**src/rtl/core/clm_pkg.sv**
```systemverilog
// ----------------------------------------------------------------------------
// clm_pkg
// Shared types, constants and microcode ROM for the core load monitor.
// ----------------------------------------------------------------------------
package clm_pkg;

  localparam int unsigned NUM_CORES = 8;
  localparam int unsigned PTR_W     = (NUM_CORES > 1) ? $clog2(NUM_CORES) : 1;
  localparam int unsigned CNT_W     = $clog2(NUM_CORES + 1);

  localparam int unsigned IDX_W     = 3;
  localparam int unsigned TIME_W    = 48;
  localparam int unsigned FREQ_W    = 24;
  localparam int unsigned LOAD_W    = 7;
  localparam int unsigned UTIL_W    = 10;
  localparam int unsigned MASK_W    = 8;
  localparam int unsigned LOAD_MAX  = 100;
  localparam int unsigned SUM_W     = $clog2(LOAD_MAX * NUM_CORES + 1);

  // dividend register: 100 * 48-bit difference
  localparam int unsigned REM_W     = TIME_W + LOAD_W;
  localparam int unsigned BIT_W     = $clog2(LOAD_W);

  localparam int unsigned ADDR_W    = 4;
  localparam int unsigned DATA_W    = 32;

  localparam int unsigned PC_W      = 3;

  typedef enum logic [1:0] {
    REG_ONLINE  = 2'd0,
    REG_SUSPEND = 2'd1,
    REG_CL0     = 2'd2,
    REG_CL1     = 2'd3
  } reg_e;

  typedef enum logic [2:0] {
    OP_ACCEPT,
    OP_SCALE,
    OP_DIV,
    OP_WRITE,
    OP_WALK,
    OP_AVG,
    OP_EMIT
  } op_e;

  typedef enum logic [2:0] {
    COND_NONE,
    COND_NO_IN,
    COND_BITS_LEFT,
    COND_CORES_LEFT,
    COND_OUT_BUSY
  } cond_e;

  typedef struct packed {
    op_e              op;
    cond_e            cond;   // stay on this step while true
    logic [PC_W-1:0]  nxt;
  } ctl_word_t;

  typedef struct packed {
    logic in_valid;
    logic bits_left;
    logic cores_left;
    logic out_busy;
  } stat_t;

  function automatic ctl_word_t ctl_rom(logic [PC_W-1:0] pc);
    ctl_word_t w;
    unique case (pc)
      3'd0:    w = '{op: OP_ACCEPT, cond: COND_NO_IN,      nxt: 3'd1};
      3'd1:    w = '{op: OP_SCALE,  cond: COND_NONE,       nxt: 3'd2};
      3'd2:    w = '{op: OP_DIV,    cond: COND_BITS_LEFT,  nxt: 3'd3};
      3'd3:    w = '{op: OP_WRITE,  cond: COND_NONE,       nxt: 3'd4};
      3'd4:    w = '{op: OP_WALK,   cond: COND_CORES_LEFT, nxt: 3'd5};
      3'd5:    w = '{op: OP_AVG,    cond: COND_NONE,       nxt: 3'd6};
      3'd6:    w = '{op: OP_DIV,    cond: COND_BITS_LEFT,  nxt: 3'd7};
      default: w = '{op: OP_EMIT,   cond: COND_OUT_BUSY,   nxt: 3'd0};
    endcase
    return w;
  endfunction

  // membership of core c in an 8-bit mask; cores past the mask are out
  function automatic logic in_mask(logic [MASK_W-1:0] m, logic [PTR_W-1:0] c);
    logic [31:0] e;
    e = 32'(m);
    return e[5'(c)];
  endfunction

endpackage

```
**src/rtl/core/clm_seq.sv**
```systemverilog
// ----------------------------------------------------------------------------
// clm_seq
// Microcode sequencer: step counter, control ROM and hold/jump logic.
// ----------------------------------------------------------------------------
module clm_seq (
  input  logic           clk_i,
  input  logic           rst_ni,
  input  clm_pkg::stat_t stat_i,
  output clm_pkg::op_e   op_o
);

  logic [clm_pkg::PC_W-1:0] pc_q, pc_d;
  clm_pkg::ctl_word_t       ctl;
  logic                     hold;

  always_comb begin
    ctl = clm_pkg::ctl_rom(pc_q);
    unique case (ctl.cond)
      clm_pkg::COND_NO_IN:      hold = !stat_i.in_valid;
      clm_pkg::COND_BITS_LEFT:  hold = stat_i.bits_left;
      clm_pkg::COND_CORES_LEFT: hold = stat_i.cores_left;
      clm_pkg::COND_OUT_BUSY:   hold = stat_i.out_busy;
      default:                  hold = 1'b0;
    endcase
    pc_d = hold ? pc_q : ctl.nxt;
    op_o = ctl.op;
  end

  always_ff @(posedge clk_i or negedge rst_ni) begin
    if (!rst_ni) begin
      pc_q <= '0;
    end else begin
      pc_q <= pc_d;
    end
  end

endmodule

```
**src/rtl/core/core_load_monitor_top.sv**
```systemverilog
// One word is processed at a time: the block takes no new word until it has run two
// 7-step bit-serial divides in the shared divider and the one-core-per-cycle table walk
// and loaded the result register.
// A new word is taken while the previous result still waits on out_stall_i.
// Reset: asynchronous, active low; clears the load and frequency tables, the
// configuration registers to their defaults and all handshake state.
// ----------------------------------------------------------------------------
// core_load_monitor_top
// Per-core load bookkeeping with online, least-busy and cluster statistics.
// ----------------------------------------------------------------------------
module core_load_monitor_top (
  input  logic                          clk_i,
  input  logic                          rst_ni,

  input  logic                          psel,
  input  logic                          penable,
  input  logic                          pwrite,
  input  logic [clm_pkg::ADDR_W-1:0]    paddr,
  input  logic [clm_pkg::DATA_W-1:0]    pwdata,
  output logic [clm_pkg::DATA_W-1:0]    prdata,
  output logic                          pready,

  input  logic                          in_valid_i,
  output logic                          in_stall_o,
  input  logic [clm_pkg::IDX_W-1:0]     core_index_i,
  input  logic [clm_pkg::TIME_W-1:0]    idle_time_i,
  input  logic [clm_pkg::TIME_W-1:0]    window_time_i,
  input  logic [clm_pkg::FREQ_W-1:0]    core_frequency_i,

  output logic                          out_valid_o,
  input  logic                          out_stall_i,
  output logic [clm_pkg::LOAD_W-1:0]    sample_load_o,
  output logic [clm_pkg::UTIL_W-1:0]    online_load_sum_o,
  output logic [clm_pkg::FREQ_W-1:0]    last_online_freq_o,
  output logic [clm_pkg::LOAD_W-1:0]    average_load_o,
  output logic [clm_pkg::IDX_W-1:0]     least_busy_core_o,
  output logic [clm_pkg::UTIL_W-1:0]    cluster_zero_util_o,
  output logic [clm_pkg::FREQ_W-1:0]    cluster_zero_freq_o,
  output logic [clm_pkg::UTIL_W-1:0]    cluster_one_util_o,
  output logic [clm_pkg::FREQ_W-1:0]    cluster_one_freq_o
);

  localparam int unsigned PTR_W  = clm_pkg::PTR_W;
  localparam int unsigned REM_W  = clm_pkg::REM_W;
  localparam int unsigned LOAD_W = clm_pkg::LOAD_W;
  localparam int unsigned FREQ_W = clm_pkg::FREQ_W;
  localparam int unsigned UTIL_W = clm_pkg::UTIL_W;
  localparam int unsigned SUM_W  = clm_pkg::SUM_W;
  localparam int unsigned CNT_W  = clm_pkg::CNT_W;
  localparam int unsigned BIT_W  = clm_pkg::BIT_W;
  localparam int unsigned MASK_W = clm_pkg::MASK_W;

  // configuration
  logic [MASK_W-1:0] online_q, cl0_q, cl1_q;
  logic              suspend_q;
  logic              cfg_wr;

  // sequencer
  clm_pkg::op_e   op;
  clm_pkg::stat_t stat;
  logic           in_acc;
  logic           out_load;

  // tables
  logic [LOAD_W-1:0] load_tab_q [clm_pkg::NUM_CORES];
  logic [FREQ_W-1:0] freq_tab_q [clm_pkg::NUM_CORES];

  // control counters
  logic [BIT_W-1:0]  bit_q, bit_d;
  logic [PTR_W-1:0]  ptr_q, ptr_d;
  logic              out_valid_q, out_valid_d;

  // datapath
  logic [REM_W-1:0]            rem_q, rem_d, dsh_q, dsh_d;
  logic [LOAD_W-1:0]           quo_q, quo_d;
  logic [clm_pkg::IDX_W-1:0]   idx_q, idx_d;
  logic [FREQ_W-1:0]           frq_q, frq_d;
  logic [LOAD_W-1:0]           smp_q, smp_d;
  logic [SUM_W-1:0]            sum_q, sum_d;
  logic [CNT_W-1:0]            cnt_q, cnt_d;
  logic [FREQ_W-1:0]           last_q, last_d;
  logic [LOAD_W-1:0]           bestl_q, bestl_d;
  logic [PTR_W-1:0]            bestc_q, bestc_d;
  logic [UTIL_W-1:0]           c0u_q, c0u_d, c1u_q, c1u_d;
  logic [FREQ_W-1:0]           c0f_q, c0f_d, c1f_q, c1f_d;

  // walk tap
  logic [LOAD_W-1:0] ld;
  logic [FREQ_W-1:0] fr;
  logic              on, ge;
  logic [REM_W-1:0]  diff_rem;

  // ---------------------------------------------------------------------------
  // configuration port
  // ---------------------------------------------------------------------------
  assign pready = 1'b1;
  assign cfg_wr = psel && penable && pwrite;

  always_ff @(posedge clk_i or negedge rst_ni) begin
    if (!rst_ni) begin
      online_q  <= 8'd255;
      suspend_q <= 1'b0;
      cl0_q     <= 8'd15;
      cl1_q     <= 8'd240;
    end else if (cfg_wr) begin
      unique case (clm_pkg::reg_e'(paddr[3:2]))
        clm_pkg::REG_ONLINE:  online_q  <= pwdata[MASK_W-1:0];
        clm_pkg::REG_SUSPEND: suspend_q <= pwdata[0];
        clm_pkg::REG_CL0:     cl0_q     <= pwdata[MASK_W-1:0];
        clm_pkg::REG_CL1:     cl1_q     <= pwdata[MASK_W-1:0];
        default: ;
      endcase
    end
  end

  always_comb begin
    unique case (clm_pkg::reg_e'(paddr[3:2]))
      clm_pkg::REG_ONLINE:  prdata = 32'(online_q);
      clm_pkg::REG_SUSPEND: prdata = 32'(suspend_q);
      clm_pkg::REG_CL0:     prdata = 32'(cl0_q);
      clm_pkg::REG_CL1:     prdata = 32'(cl1_q);
      default:              prdata = '0;
    endcase
  end

  // ---------------------------------------------------------------------------
  // sequencer
  // ---------------------------------------------------------------------------
  assign in_stall_o = (op != clm_pkg::OP_ACCEPT);
  assign in_acc     = in_valid_i && !in_stall_o;
  assign out_load   = (op == clm_pkg::OP_EMIT) && !stat.out_busy;

  always_comb begin
    stat.in_valid   = in_valid_i;
    stat.bits_left  = (bit_q != '0);
    stat.cores_left = (ptr_q != PTR_W'(clm_pkg::NUM_CORES - 1));
    stat.out_busy   = out_valid_q && out_stall_i;
  end

  clm_seq u_seq (
    .clk_i  (clk_i),
    .rst_ni (rst_ni),
    .stat_i (stat),
    .op_o   (op)
  );

  // ---------------------------------------------------------------------------
  // datapath
  // ---------------------------------------------------------------------------
  assign ld       = load_tab_q[ptr_q];
  assign fr       = freq_tab_q[ptr_q];
  assign on       = clm_pkg::in_mask(online_q, ptr_q);
  assign ge       = (rem_q >= dsh_q);
  assign diff_rem = (window_time_i > idle_time_i) ?
                    REM_W'(window_time_i - idle_time_i) : '0;

  always_comb begin
    rem_d   = rem_q;
    dsh_d   = dsh_q;
    quo_d   = quo_q;
    bit_d   = bit_q;
    idx_d   = idx_q;
    frq_d   = frq_q;
    smp_d   = smp_q;
    ptr_d   = ptr_q;
    sum_d   = sum_q;
    cnt_d   = cnt_q;
    last_d  = last_q;
    bestl_d = bestl_q;
    bestc_d = bestc_q;
    c0u_d   = c0u_q;
    c0f_d   = c0f_q;
    c1u_d   = c1u_q;
    c1f_d   = c1f_q;

    unique case (op)
      clm_pkg::OP_ACCEPT: begin
        if (in_acc) begin
          idx_d = core_index_i;
          frq_d = core_frequency_i;
          rem_d = diff_rem;
          // zero divisor only with zero dividend: all-ones keeps the quotient 0
          dsh_d = (window_time_i == '0) ? '1 : (REM_W'(window_time_i) << (LOAD_W - 1));
          bit_d = BIT_W'(LOAD_W - 1);
        end
      end
      clm_pkg::OP_SCALE: begin
        rem_d = (rem_q << 6) + (rem_q << 5) + (rem_q << 2);
      end
      clm_pkg::OP_DIV: begin
        rem_d = ge ? (rem_q - dsh_q) : rem_q;
        quo_d = {quo_q[LOAD_W-2:0], ge};
        dsh_d = dsh_q >> 1;
        bit_d = bit_q - 1'b1;
      end
      clm_pkg::OP_WRITE: begin
        smp_d   = quo_q;
        ptr_d   = '0;
        sum_d   = '0;
        cnt_d   = '0;
        last_d  = '0;
        bestl_d = LOAD_W'(clm_pkg::LOAD_MAX);
        bestc_d = PTR_W'(1);
        c0u_d   = '0;
        c0f_d   = '0;
        c1u_d   = '0;
        c1f_d   = '0;
      end
      clm_pkg::OP_WALK: begin
        if (on) begin
          sum_d  = sum_q + SUM_W'(ld);
          cnt_d  = cnt_q + 1'b1;
          last_d = fr;
          if ((ptr_q > PTR_W'(!suspend_q)) && (ld <= bestl_q)) begin
            bestl_d = ld;
            bestc_d = ptr_q;
          end
        end
        if (clm_pkg::in_mask(cl0_q, ptr_q)) begin
          c0f_d = fr;
          if (on) c0u_d = c0u_q + UTIL_W'(ld);
        end
        if (clm_pkg::in_mask(cl1_q, ptr_q)) begin
          c1f_d = fr;
          if (on) c1u_d = c1u_q + UTIL_W'(ld);
        end
        ptr_d = ptr_q + 1'b1;
      end
      clm_pkg::OP_AVG: begin
        rem_d = REM_W'(sum_q);
        dsh_d = (cnt_q == '0) ? '1 : (REM_W'(cnt_q) << (LOAD_W - 1));
        bit_d = BIT_W'(LOAD_W - 1);
      end
      default: ;
    endcase

    if (out_load) begin
      out_valid_d = 1'b1;
    end else if (!out_stall_i) begin
      out_valid_d = 1'b0;
    end else begin
      out_valid_d = out_valid_q;
    end
  end

  always_ff @(posedge clk_i or negedge rst_ni) begin
    if (!rst_ni) begin
      bit_q       <= '0;
      ptr_q       <= '0;
      out_valid_q <= 1'b0;
    end else begin
      bit_q       <= bit_d;
      ptr_q       <= ptr_d;
      out_valid_q <= out_valid_d;
    end
  end

  always_ff @(posedge clk_i) begin
    rem_q   <= rem_d;
    dsh_q   <= dsh_d;
    quo_q   <= quo_d;
    idx_q   <= idx_d;
    frq_q   <= frq_d;
    smp_q   <= smp_d;
    sum_q   <= sum_d;
    cnt_q   <= cnt_d;
    last_q  <= last_d;
    bestl_q <= bestl_d;
    bestc_q <= bestc_d;
    c0u_q   <= c0u_d;
    c0f_q   <= c0f_d;
    c1u_q   <= c1u_d;
    c1f_q   <= c1f_d;
  end

  always_ff @(posedge clk_i or negedge rst_ni) begin
    if (!rst_ni) begin
      for (int i = 0; i < clm_pkg::NUM_CORES; i++) begin
        load_tab_q[i] <= '0;
        freq_tab_q[i] <= '0;
      end
    end else if ((op == clm_pkg::OP_WRITE) && (32'(idx_q) < clm_pkg::NUM_CORES)) begin
      load_tab_q[PTR_W'(idx_q)] <= quo_q;
      freq_tab_q[PTR_W'(idx_q)] <= frq_q;
    end
  end

  // ---------------------------------------------------------------------------
  // result register
  // ---------------------------------------------------------------------------
  always_ff @(posedge clk_i) begin
    if (out_load) begin
      sample_load_o       <= smp_q;
      online_load_sum_o   <= UTIL_W'(sum_q);
      last_online_freq_o  <= last_q;
      average_load_o      <= quo_q;
      least_busy_core_o   <= clm_pkg::IDX_W'(bestc_q);
      cluster_zero_util_o <= c0u_q;
      cluster_zero_freq_o <= c0f_q;
      cluster_one_util_o  <= c1u_q;
      cluster_one_freq_o  <= c1f_q;
    end
  end

  assign out_valid_o = out_valid_q;

endmodule

```
**config.mk**
```make
export PLATFORM = sky130hd
export DESIGN_NAME = core_load_monitor_top
export DESIGN_NICKNAME = d
export VERILOG_FILES = /design/src/rtl/core/clm_pkg.sv /design/src/rtl/core/clm_seq.sv /design/src/rtl/core/core_load_monitor_top.sv
export SDC_FILE = /design/constraint.sdc
export NUM_CORES = 1
export LEC_CHECK = 0
export BUFFER_PORTS_ARGS = -buffer_cell sky130_fd_sc_hd__buf_2
export CAP_MARGIN = 20
export CORE_MARGIN = 2
export CORE_UTILIZATION = 45
export CTS_BUF_LIST = sky130_fd_sc_hd__clkbuf_16
export DETAILED_ROUTE_END_ITERATION = 7
export GPL_TIMING_DRIVEN = 0
export MAX_ROUTING_LAYER = met4
export PLACE_DENSITY = 0.7
export SYNTH_ARGS = -nofsm -noshare
export SYNTH_HDL_FRONTEND = slang
export SYNTH_HIERARCHICAL = 1
export SYNTH_SLANG_ARGS = --single-unit
export TNS_END_PERCENT = 30
```
**constraint.sdc**
```tcl
create_clock -name clk_i -period 8.5 [get_ports clk_i]
set_input_delay 0.425 -clock clk_i [delete_from_list [all_inputs] [get_ports clk_i]]
set_output_delay 0.425 -clock clk_i [all_outputs]
set_load 0.02 [all_outputs]
```
# After elaboration in Yosys (flattened, before gate mapping)
# Index checks and enable logic that the tools add are counted.
# word_totals
ff_bits	669
in_bits	166
out_inout_bits	154
# op_classes
order_cmp	8
n_eq_ne	27
reduce_logical	34
n_mux	56
bitwise	2
add_sub_neg	10
# ops
cell	n
55-bit two-way mux	6
55-bit one-hot mux with 4 select lines	1
192-bit bitwise mux	1
55-bit one-hot mux with 3 select lines	1
24-bit two-way mux	6
24-bit one-hot mux with 2 select lines	3
32-bit one-hot mux with 4 select lines	1
55-bit adder	2
24-bit binary-select mux with 3-bit select	1
24-bit demux with 3-bit select	1
9-bit one-hot mux with 7 select lines	1
10-bit one-hot mux with 2 select lines	3
56-bit bitwise mux	1
55-bit greater-or-equal comparator	1
55-bit subtractor	1
10-bit two-way mux	5
48-bit by 48-bit subtractor with 49-bit output	1
48-bit > comparator	1
48-bit logical NOT	1
7-bit two-way mux	5
10-bit by 7-bit adder with 10-bit output	3
7-bit binary-select mux with 3-bit select	1
7-bit demux with 3-bit select	1
3-bit equality test, second input constant	7
other kinds (35)	82

# Logic depth before layout (Yosys ltp)
# Gate-level depths: netlist (run 1).
# logic_depth
ltp_word	9
depth_mapped	17
mapped_depth_nobuf	15

# By module
# The synthesis (run 1) kept the hierarchy.
# modules_own_cells
module	instances	seq_area_each_um2	cells_per_inst	area_per_inst_um2
core_load_monitor_top	1	18617.9	3054	37268.2
clm_seq	1	75.1	22	187.7

# Worst setup path after synthesis (run 1)
# OpenSTA, ideal clock, no wires.
# synth_path
kind	register to register
start	reg rem_q[15]
end	reg rem_q[0] (enable)
synth_period_minus_slack_ns	7.650
t_arrival_ns	7.101
path_stages_with_launch	11
setup_slack_ns	0.850
required_ns	7.951
cell_sequence	edfxtp_1 -> ha_1 -> nand2_1 -> or4_1 -> a32o_1 -> a31o_2 -> o41ai_2 -> a21oi_1 -> o21ai_0 -> a211oi_1 -> o31ai_1
# synth_between
elab_chain_cells	3
# synth_rtl
element	line_no	rtl
start: declaration	core_load_monitor_top.sv:74	logic [REM_W-1:0] rem_q, rem_d, dsh_q, dsh_d;
start signal: assignment	core_load_monitor_top.sv:259	rem_q <= rem_d;
55-bit greater-or-equal comparator	core_load_monitor_top.sv:153	assign ge = (rem_q >= dsh_q);
2-bit inequality test (no source line)	-	
3-bit AND reduction (no source line)	-	
# Every way passes these cells.
# A chain may end at the register's enable or synchronous reset.

# Worst setup path after layout (run 1)
# layout_path
start	reg rem_q[14]
end	reg rem_q[26] (enable)
# The elaborated chain is that of the path after synthesis.

==> impl_metrics.csv, run 1 <==
group,metric,value,unit
run_status,outcome,"complete, no violations",
cells_and_area,drive_above_1_share,0.234,
timing,min_period,5.56,ns
global_routing,grt_overflow,0,
placed_design,dpl.hpwl,81400,um
synth,async_flop_share,0.423,
synth,yosysMostFrequentCell,"edfxtp_1",
drt,drt-initial-drc-count,2312,
drt,wl,108000,um
synth,ys_ff_latch,669,
floorplan,die_x,293,um
drt,dr.pass1.iters,7,
floorplan,core,82200,sq um
timing,slew_violations,0,
cts,clock_path_buffers,3,
placed_design,port-buffer-count,268,
worst_hold_path,holdPathStages,2,
timing,holdWs,0.0561,ns
drt,route.antenna.remaining_nets,0,
cts,clock_latency,0.66,ns
timing,hold_violations,0,
synth,synth_edf_count,386,
timing,skew,0.0510,ns
critical_path,critical_path.startpoint_type,"flip-flop",
cts,clk_pin_slew_worst_paths,0.06,ns
critical_path,r2r-start,"rem_q[14]",
synth,syn-instance-count,3076,
timing,setup_viol_count_final,0,
placed_design,place_area,40600,sq um
cts,postCtsHoldBufs,28,
critical_path,critPathKind,"flip-flop to flip-flop",
cts,cts_buffers,75,
critical_path,arrival,5.88,ns
global_routing,grt_max_degree,112,
cells_and_area,seq_area,18700,sq um
drt,num_vias,27000,
timing,max_freq,180,MHz
worst_hold_path,hold_path_class,"input pin to flip-flop",
synth,synth_top_cell_by_area,"edfxtp_1",
timing,timing.final.crit_share,0.654,
critical_path,r2r_cells,13,
drt,wl_per_cell,23.3,um
synth,synthesis.area,37500,sq um
synth,synth_cell_type_count,86,
synth,ys.flop_type,"edfxtp_1",
critical_path,critPathLaunch,"rem_q[14]",
global_routing,grtUsageTotal,0.258,
drt,viasPerCell,5.83,
cts,postCtsSetupRepairBufs,0,
floorplan,boundaryPins,320,
synth,synth_top_cell_area_share,0.309,
critical_path,cp_max_fo,18,
floorplan,dieArea,85600,sq um
drt,route.detailed.drc,0,
cts,cts_tree,"built",
cts,clockRootBuffer,"clkbuf_16",
synth,syn_area_per_cell,12.2,sq um
worst_hold_path,hp-start,"pwdata[6]",
global_routing,antenna_found_initial,5,
timing,worst_pin_slew,1.04,ns
floorplan,start_util,0.455,
cells_and_area,synthToLayoutAreaGrowth,16.0,%
cts,post_cts_resized,0,
global_routing,grt_pass1_vias,27200,
placed_design,gp_congestion,0.948,
cts,clock_sinks,669,
synth,synthTopCellsByCount,"edfxtp_1 (386), mux2_2 (279), dfrtp_1 (267)",
cells_and_area,fin_nets,3895,
floorplan,fp-row-count,105,
synth,ys_seq_area_frac,0.499,
floorplan,die_y,293,um
synth,synth_area_leaders,"edfxtp_1 (31%), dfrtp_1 (18%), mux2_2 (8.4%), ha_1 (6.2%), mux4_2 (4.1%)",
cells_and_area,postLayoutCellArea,43400,sq um
timing,rsz0062_at_grt,"false",
flow_run,drv_cap,0,
timing,relSlewSlack,0.299,
cts,htree_levels,3,
critical_path,cp-end-kind,"flip-flop",
cells_and_area,multi_input_area,17500,sq um
global_routing,grt_pass1_wl,164000,um
cells_and_area,nFillCells,7103,
critical_path,cp.required,8.82,ns
synth,ys_warn_count,6,
## critical path: stages (launching register included)
cell,delay (ns)
edfxtp_1,0.51
ha_1,0.33
clkbuf_1,0.27
nand2_1,0.12
or4_1,0.49
a32o_1,0.28
a31o_2,0.27
o41ai_2,0.65
a21oi_1,0.38
o21ai_0,0.44
a211oi_1,0.21
o31ai_4,0.83
buf_16,0.24
buf_8,0.20
## registers in the layout (all words and copies together), names as in the netlist, 24 cells and up
name and cells:
cluster_one_freq_o 24, cluster_zero_freq_o 24, c0f_q 24, last_online_freq_o 24, load_tab_q 56, frq_q 24, rem_q 55, dsh_q 55
freq_tab_q 192, last_q 24, c1f_q 24
## layout make-up
cell class | count | share of cell area
Sequential cell | 669 | 0.430
Multi-Input combinational cell | 2093 | 0.404
Timing Repair Buffer | 312 | 0.0441
Tap cell | 1070 | 0.0308
Clock inverter | 64 | 0.0155
Antenna cell | 5 | 0.000288
Clock buffer | 76 | 0.0438
Buffer | 159 | 0.0163
Inverter | 178 | 0.0154
## per-stage QoR
step	std cells	worst slack, ns	TNS [ns]	util
6_report	4626	2.94	0	0.528
5_1_grt	4626	2.71	0	0.528
4_1_cts	4621	3.09	0	0.528
3_5_place_dp	4453	3.09	0	0.493
3_3_place_gp	4437	-2.82	-306.46	0.489
2_1_floorplan	3099	0.850	0	-
## cell families (layout without fill, tap and decap cells)
family | Yosys count | after routing | synth area share
buf+inv | 337 | 789 | 0.0368
mux | 388 | 388 | 0.136
compound gates | 692 | 692 | 0.123
xor+xnor | 163 | 163 | 0.0381
simple gates | 584 | 584 | 0.0752
fa+ha+maj | 241 | 241 | 0.0913
flops | 669 | 669 | 0.499
other cells | 2 | 30 | 0.000201
## metal layers
layer	GRT usage	wire length, um	vias up
met2	0.420	52400	948
met1	0.334	45500	13600
met5	-	0	-
met3	0.0470	7250	166
met4	0.0704	2770	0
li1	-	-	12300
## cells in the final DEF, fill, tap and decap left out, drive strengths merged, types with 28 or more instances in the layout
cell type / n
nand3: 39
ha: 187
nor3: 29
buf: 334
a221o: 45
dlygate4sd3: 28
edfxtp: 386
xnor2: 105
mux2i: 39
clkinv: 38
o21ai: 136
a21o: 80
a21oi: 199
nor2b: 32
mux2: 280
inv: 190
fa: 54
nand2: 183
mux4: 69
nor2: 143
clkbuf: 185
nand4: 39
dfrtp: 267
xor2: 58
## path summary, 6_finish.rpt
kind / slack, ns / endpoint
setup / recovery: 2.94 / rem_q[26]
hold / removal: 0.06 / cl0_q[6]
setup reg to reg: 2.94 / rem_q[26]
hold reg to reg: 0.41 / cluster_one_freq_o[8]
max in group asynchronous: 7.14 / load_tab_q[44]
min in group asynchronous: 0.36 / freq_tab_q[178]
Power of run 1 is left out: the tool's default activity adds up to more than one toggle a clock period on the data nets, which glitch-free logic cannot reach.
==> inputs of run 2 (changes only) <==
==> constraint.sdc (replaced) <==
create_clock -name clk_i -period 5.5 [get_ports clk_i]
set_input_delay 0.275 -clock clk_i [delete_from_list [all_inputs] [get_ports clk_i]]
set_output_delay 0.275 -clock clk_i [all_outputs]
set_load 0.02 [all_outputs]
==> impl_metrics.csv, run 2 (synthesized netlist as in run 1, its figures left out) <==
group,metric,value,unit
worst_hold_path,hold_path_class,"input pin to flip-flop",
floorplan,start_util,0.455,
drt,num_vias,26900,
critical_path,critical_path.startpoint_type,"flip-flop",
placed_design,port-buffer-count,268,
cts,clock_path_buffers,3,
cells_and_area,largest_reg_flops,192,
critical_path,worst_path_max_delay_cell,"or4_1",
drt,route.detailed.drc,0,
timing,rsz0062_at_grt,"false",
global_routing,grt_overflow,0,
drt,drt-initial-drc-count,2341,
cells_and_area,drive_above_1_share,0.232,
cts,clock_sinks,669,
floorplan,fp-row-count,105,
drt,dr.pass1.iters,5,
global_routing,grt_pass1_wl,163000,um
critical_path,crit_chain,"ha_1, nand2_1, or4_1, a32o_1, a31o_2, o41ai_2, a21oi_1, o21ai_0, a211oi_1, o31ai_4, buf_4, buf_16, buf_8",
timing,hold_violations,0,
drt,wl,108000,um
cells_and_area,nFillCells,7067,
critical_path,cp_num_buf_inv,3,
drt,route.antenna.remaining_nets,0,
placed_design,dp_cells,4454,
critical_path,crit_cells,13,
critical_path,critPathKind,"flip-flop to flip-flop",
global_routing,grt_pass1_vias,26700,
floorplan,boundaryPins,320,
timing,min_period,5.09,ns
critical_path,r2r_cells,13,
floorplan,core,82200,sq um
floorplan,dieArea,85600,sq um
worst_hold_path,holdPathStages,2,
timing,max_freq,196,MHz
run_status,outcome,"complete, no violations",
cells_and_area,multi_input_area,17500,sq um
drt,wl_per_cell,23.3,um
global_routing,grt_max_degree,115,
cts,cts_tree,"built",
critical_path,critical-path-max-stage-delay,0.61,ns
timing,setup_viol_count_final,0,
global_routing,antenna_found_initial,6,
critical_path,cp_max_fo,16,
placed_design,place_area,40600,sq um
cells_and_area,final_common_cell,"edfxtp_1",
floorplan,die_x,293,um
critical_path,cp.required,5.81,ns
cells_and_area,mostFrequentLayoutCells,"edfxtp_1 (386), mux2_2 (279), buf_2 (270)",
cells_and_area,seq_area,18700,sq um
cells_and_area,largest-register,"freq_tab_q",
floorplan,die_y,293,um
cells_and_area,synthToLayoutAreaGrowth,16.4,%
placed_design,dpl.hpwl,81800,um
timing,worst_pin_slew,1.13,ns
critical_path,critical_path.top_delay_family,"compound AO/OA/AOI/OAI gates",
timing,slew_violations,0,
timing,fin_ws,0.409,ns
global_routing,grtUsageTotal,0.258,
cells_and_area,final_cells,4648,
timing,relSlewSlack,0.229,
cells_and_area,top_regs,"freq_tab_q: 192 flops, load_tab_q: 56 flops",
critical_path,arrival,5.40,ns
placed_design,post-place-ws,-0.0322,ns
drt,viasPerCell,5.79,
placed_design,gp_congestion,0.965,
timing,timing.final.crit_share,0.926,
cells_and_area,postLayoutCellArea,43600,sq um
cts,clk_pin_slew_worst_paths,0.06,ns
cts,cts_buffers,74,
flow_run,drv_cap,0,
cts,clock_latency,0.65,ns
cells_and_area,finalCoreUtilization,0.530,
timing,skew,0.0452,ns
cells_and_area,fin_nets,3923,
critical_path,cp-end-kind,"flip-flop",
cts,htree_levels,3,
cts,clockRootBuffer,"clkbuf_16",
[run 2: cell count changes in the layout (fill, tap and decap cells not counted), moves of 3 or more]
cell | previous run | this run
dlygate4sd3_1 | 28 | 52
clkinv_1 | 19 | 6
inv_2 | 1 | 5
clkinvlp_4 | 4 | 1
bufinv_16 | 9 | 4
inv_1 | 181 | 194
clkbuf_16 | 76 | 79
inv_6 | 4 | 1
[run 2: area by class of cell]
class,instances,share of cell area
plain buffers,159,0.0163
repair buffers,341,0.0504
clock buffers,79,0.0453
flip-flops and latches,669,0.429
well taps,1070,0.0307
diodes,4,0.000230
clock inverters,55,0.0108
multi-input cells,2093,0.402
inverters,178,0.0153
[run 2: what timing repair did]
action | in CTS | in global routing
cloned | 0 | 0
endpoints found under the hold margin | 126 | 0
pin swaps | 1 | 0
setup endpoints to repair | 16 | 2
resized for setup | 0 | 1
hold buffers | 52 | 0
buffers inserted | 3 | 0
[run 2: routing by layer]
layer | vias to the layer above | share of wire | track usage
met5 | - | 0 | -
met4 | 0 | 0.025 | 0.0687
met3 | 156 | 0.065 | 0.0394
met2 | 915 | 0.49 | 0.424
met1 | 13500 | 0.42 | 0.335
li1 | 12300 | - | -
[run 2: worst paths after layout]
check	from	to	slack, ns
setup / recovery	rem_q[15]	rem_q[32]	0.41
hold / removal	window_time_i[31]	dsh_q[37]	0.03
setup reg to reg	rem_q[15]	rem_q[32]	0.41
hold reg to reg	last_q[14]	last_online_freq_o[14]	0.41
max in group asynchronous	rst_ni	cl1_q[3]	3.90
min in group asynchronous	rst_ni	freq_tab_q[82]	0.16
[run 2: metrics by stage]
stage / hold slack [ns] / setup TNS, ns
after CTS: 0.00225 / 0
after global placement: 0.400 / -641.95
after global routing: 0.0238 / 0
after detailed placement: 0.241 / -0.487
after floorplan: -0.0206 / 0
final: 0.0256 / 0
[run 2: worst register-to-register path, cell delays in order (launching register included)]
cell and delay (ns):
edfxtp_1 0.51, ha_1 0.46, nand2_1 0.14, or4_1 0.61
a32o_1 0.28, a31o_2 0.27, o41ai_2 0.61, a21oi_1 0.36
o21ai_0 0.52, a211oi_1 0.23, o31ai_4 0.22, buf_4 0.19
buf_16 0.16, buf_8 0.21
Power of run 2 is left out for the same reason.
==> inputs of run 3 (changes only) <==
--- a/config.mk
+++ b/config.mk
@@ -7,13 +7,13 @@
 export LEC_CHECK = 0
 export BUFFER_PORTS_ARGS = -buffer_cell sky130_fd_sc_hd__buf_2
 export CAP_MARGIN = 20
-export CORE_MARGIN = 2
 export CORE_UTILIZATION = 45
 export CTS_BUF_LIST = sky130_fd_sc_hd__clkbuf_16
+export CTS_CLUSTER_SIZE = 28
 export DETAILED_ROUTE_END_ITERATION = 7
 export GPL_TIMING_DRIVEN = 0
 export MAX_ROUTING_LAYER = met4
-export PLACE_DENSITY = 0.7
+export PLACE_DENSITY = 0.75
 export SYNTH_ARGS = -nofsm -noshare
 export SYNTH_HDL_FRONTEND = slang
 export SYNTH_HIERARCHICAL = 1
==> impl_metrics.csv, run 3 (synthesized netlist as in run 1, its figures left out) <==
group,metric,value,unit
run_status,outcome,"complete, no violations",
floorplan,die_y,291,um
drt,viasPerCell,5.82,
floorplan,die_x,291,um
timing,min_period,5.01,ns
critical_path,critical-path-max-stage-delay,0.73,ns
cells_and_area,nFillCells,6939,
timing,relSlewSlack,0.294,
critical_path,cp.required,5.81,ns
global_routing,antenna_found_initial,4,
timing,max_freq,200,MHz
cells_and_area,largest_reg_flops,192,
critical_path,cp-end-kind,"flip-flop",
placed_design,place_area,40600,sq um
critical_path,r2r_cells,13,
timing,hold_violations,0,
cells_and_area,postLayoutCellArea,43600,sq um
global_routing,grtUsageTotal,0.259,
global_routing,grt_pass1_vias,27200,
global_routing,grt_overflow,0,
floorplan,start_util,0.455,
timing,worst_pin_slew,1.06,ns
critical_path,crit_chain,"fa_1, ha_1, clkbuf_1, a21o_1, a21oi_1, and3b_1, a2111o_1, a32oi_1, a31oi_1, o31ai_1, a31oi_1, mux2i_1, o221ai_1",
timing,skew,0.0336,ns
drt,dr.pass1.iters,6,
cells_and_area,synthToLayoutAreaGrowth,16.3,%
critical_path,critical_path.top_delay_family,"compound AO/OA/AOI/OAI gates",
cells_and_area,largest-register,"freq_tab_q",
critical_path,r2r-end,"rem_q[47]",
timing,timing.final.crit_share,0.910,
cells_and_area,fin_nets,3932,
cts,cts_buffers,73,
cells_and_area,final_common_cell,"edfxtp_1",
critical_path,r2r_setup_slack,0.49,ns
worst_hold_path,holdPathStages,2,
worst_hold_path,holdPathEnd,"dsh_q[47]",
drt,wl_per_cell,22.9,um
cts,clk_pin_slew_worst_paths,0.06,ns
cells_and_area,mostFrequentLayoutCells,"edfxtp_1 (386), mux2_2 (279), buf_2 (269)",
floorplan,boundaryPins,320,
drt,drt-initial-drc-count,2569,
placed_design,port-buffer-count,268,
critical_path,r2r-start,"rem_q[8]",
critical_path,arrival,5.32,ns
cts,clock_path_buffers,3,
cts,clock_latency,0.64,ns
critical_path,critical_path.startpoint_type,"flip-flop",
timing,slew_violations,0,
flow_run,drv_cap,0,
global_routing,grt_max_degree,123,
worst_hold_path,hp-start,"window_time_i[41]",
placed_design,dpl.hpwl,80500,um
drt,wl,107000,um
critical_path,cp_num_buf_inv,1,
floorplan,dieArea,84400,sq um
timing,setup_viol_count_final,0,
cells_and_area,final_cells,4652,
drt,route.antenna.remaining_nets,0,
critical_path,cp_max_fo,7,
cells_and_area,top_regs,"freq_tab_q: 192 flops, load_tab_q: 56 flops",
placed_design,gp_congestion,0.981,
cts,htree_levels,3,
cts,clockRootBuffer,"clkbuf_16",
cts,clock_sinks,669,
timing,rsz0062_at_grt,"false",
cells_and_area,drive_above_1_share,0.229,
critical_path,worst_path_most_repeated_cell,"a31oi_1",
floorplan,core,82200,sq um
cells_and_area,multi_input_area,17500,sq um
critical_path,critPathKind,"flip-flop to flip-flop",
cells_and_area,seq_area,18700,sq um
worst_hold_path,hold_path_class,"input pin to flip-flop",
drt,num_vias,27100,
global_routing,grt_pass1_wl,163000,um
critical_path,worst_path_max_delay_cell,"o31ai_1",
drt,route.detailed.drc,0,
placed_design,dp_cells,4457,
floorplan,fp-row-count,105,
cts,cts_tree,"built",
-- run 3: changes by cell type in the layout (fill, tap and decap cells not counted), moves of 2 or more --
| cell | change |
|---|---|
| dlygate4sd3_1 | +9 |
| clkinv_1 | +2 |
| buf_8 | +2 |
| inv_4 | -2 |
| inv_1 | +4 |
| clkbuf_16 | -5 |
| clkinv_2 | -5 |
-- run 3: area by class of cell --
| type | instances | share of cell area |
|---|---|---|
| plain buffers | 159 | 0.0163 |
| clock buffers | 74 | 0.0425 |
| well taps | 1070 | 0.0307 |
| repair buffers | 351 | 0.0530 |
| inverters | 178 | 0.0153 |
| multi-input cells | 2093 | 0.402 |
| clock inverters | 55 | 0.0104 |
| diodes | 3 | 0.000172 |
| flip-flops and latches | 669 | 0.429 |
-- run 3: per-layer routing --
layer  part of all wire  GRT usage  vias to the layer above
met3              0.068     0.0369                      190
met4              0.029     0.0755                        0
met5                  0          -                        -
met2               0.48      0.416                      970
met1               0.42      0.342                    13600
li1                   -          -                    12300
-- run 3: worst register-to-register path: stages, from the launching register on --
cell and delay, ns:
edfxtp_1 0.55, fa_1 0.58, ha_1 0.30, clkbuf_1 0.27
a21o_1 0.19, a21oi_1 0.07, and3b_1 0.22, a2111o_1 0.45
a32oi_1 0.40, a31oi_1 0.28, o31ai_1 0.73, a31oi_1 0.24
mux2i_1 0.26, o221ai_1 0.16
-- run 3: worst max path at each step --
stage                    from   endpoint  slack [ns]  cells after the start
finish               rem_q[8]  rem_q[47]        0.49                     13
global route         ptr_q[0]   c1u_q[9]        0.20                     16
CTS                 rem_q[15]  rem_q[38]        0.23                     12
detailed placement  rem_q[15]  rem_q[36]        0.27                     12
global placement     ptr_q[0]   c0u_q[8]       -1.89                      6
floorplan           rem_q[15]   rem_q[0]        0.58                     10
-- run 3: per-stage QoR --
stage	setup TNS (ns)	setup WS [ns]	utilization	hold WS (ns)
final	0	0.492	0.530	0.0356
after floorplan	0	0.581	-	-0.0206
after global routing	0	0.198	0.530	0.0318
after detailed placement	0	0.269	0.494	0.248
after CTS	0	0.234	0.529	0.00203
after global placement	-583.64	-1.89	0.489	0.400
-- run 3: repair_timing --
item	CTS	global route
resized for setup	0	1
setup buffers	0	2
hold endpoints to repair	139	0
hold buffers	61	0
endpoints found under the setup margin	0	27
Power of run 3 is left out for the same reason.
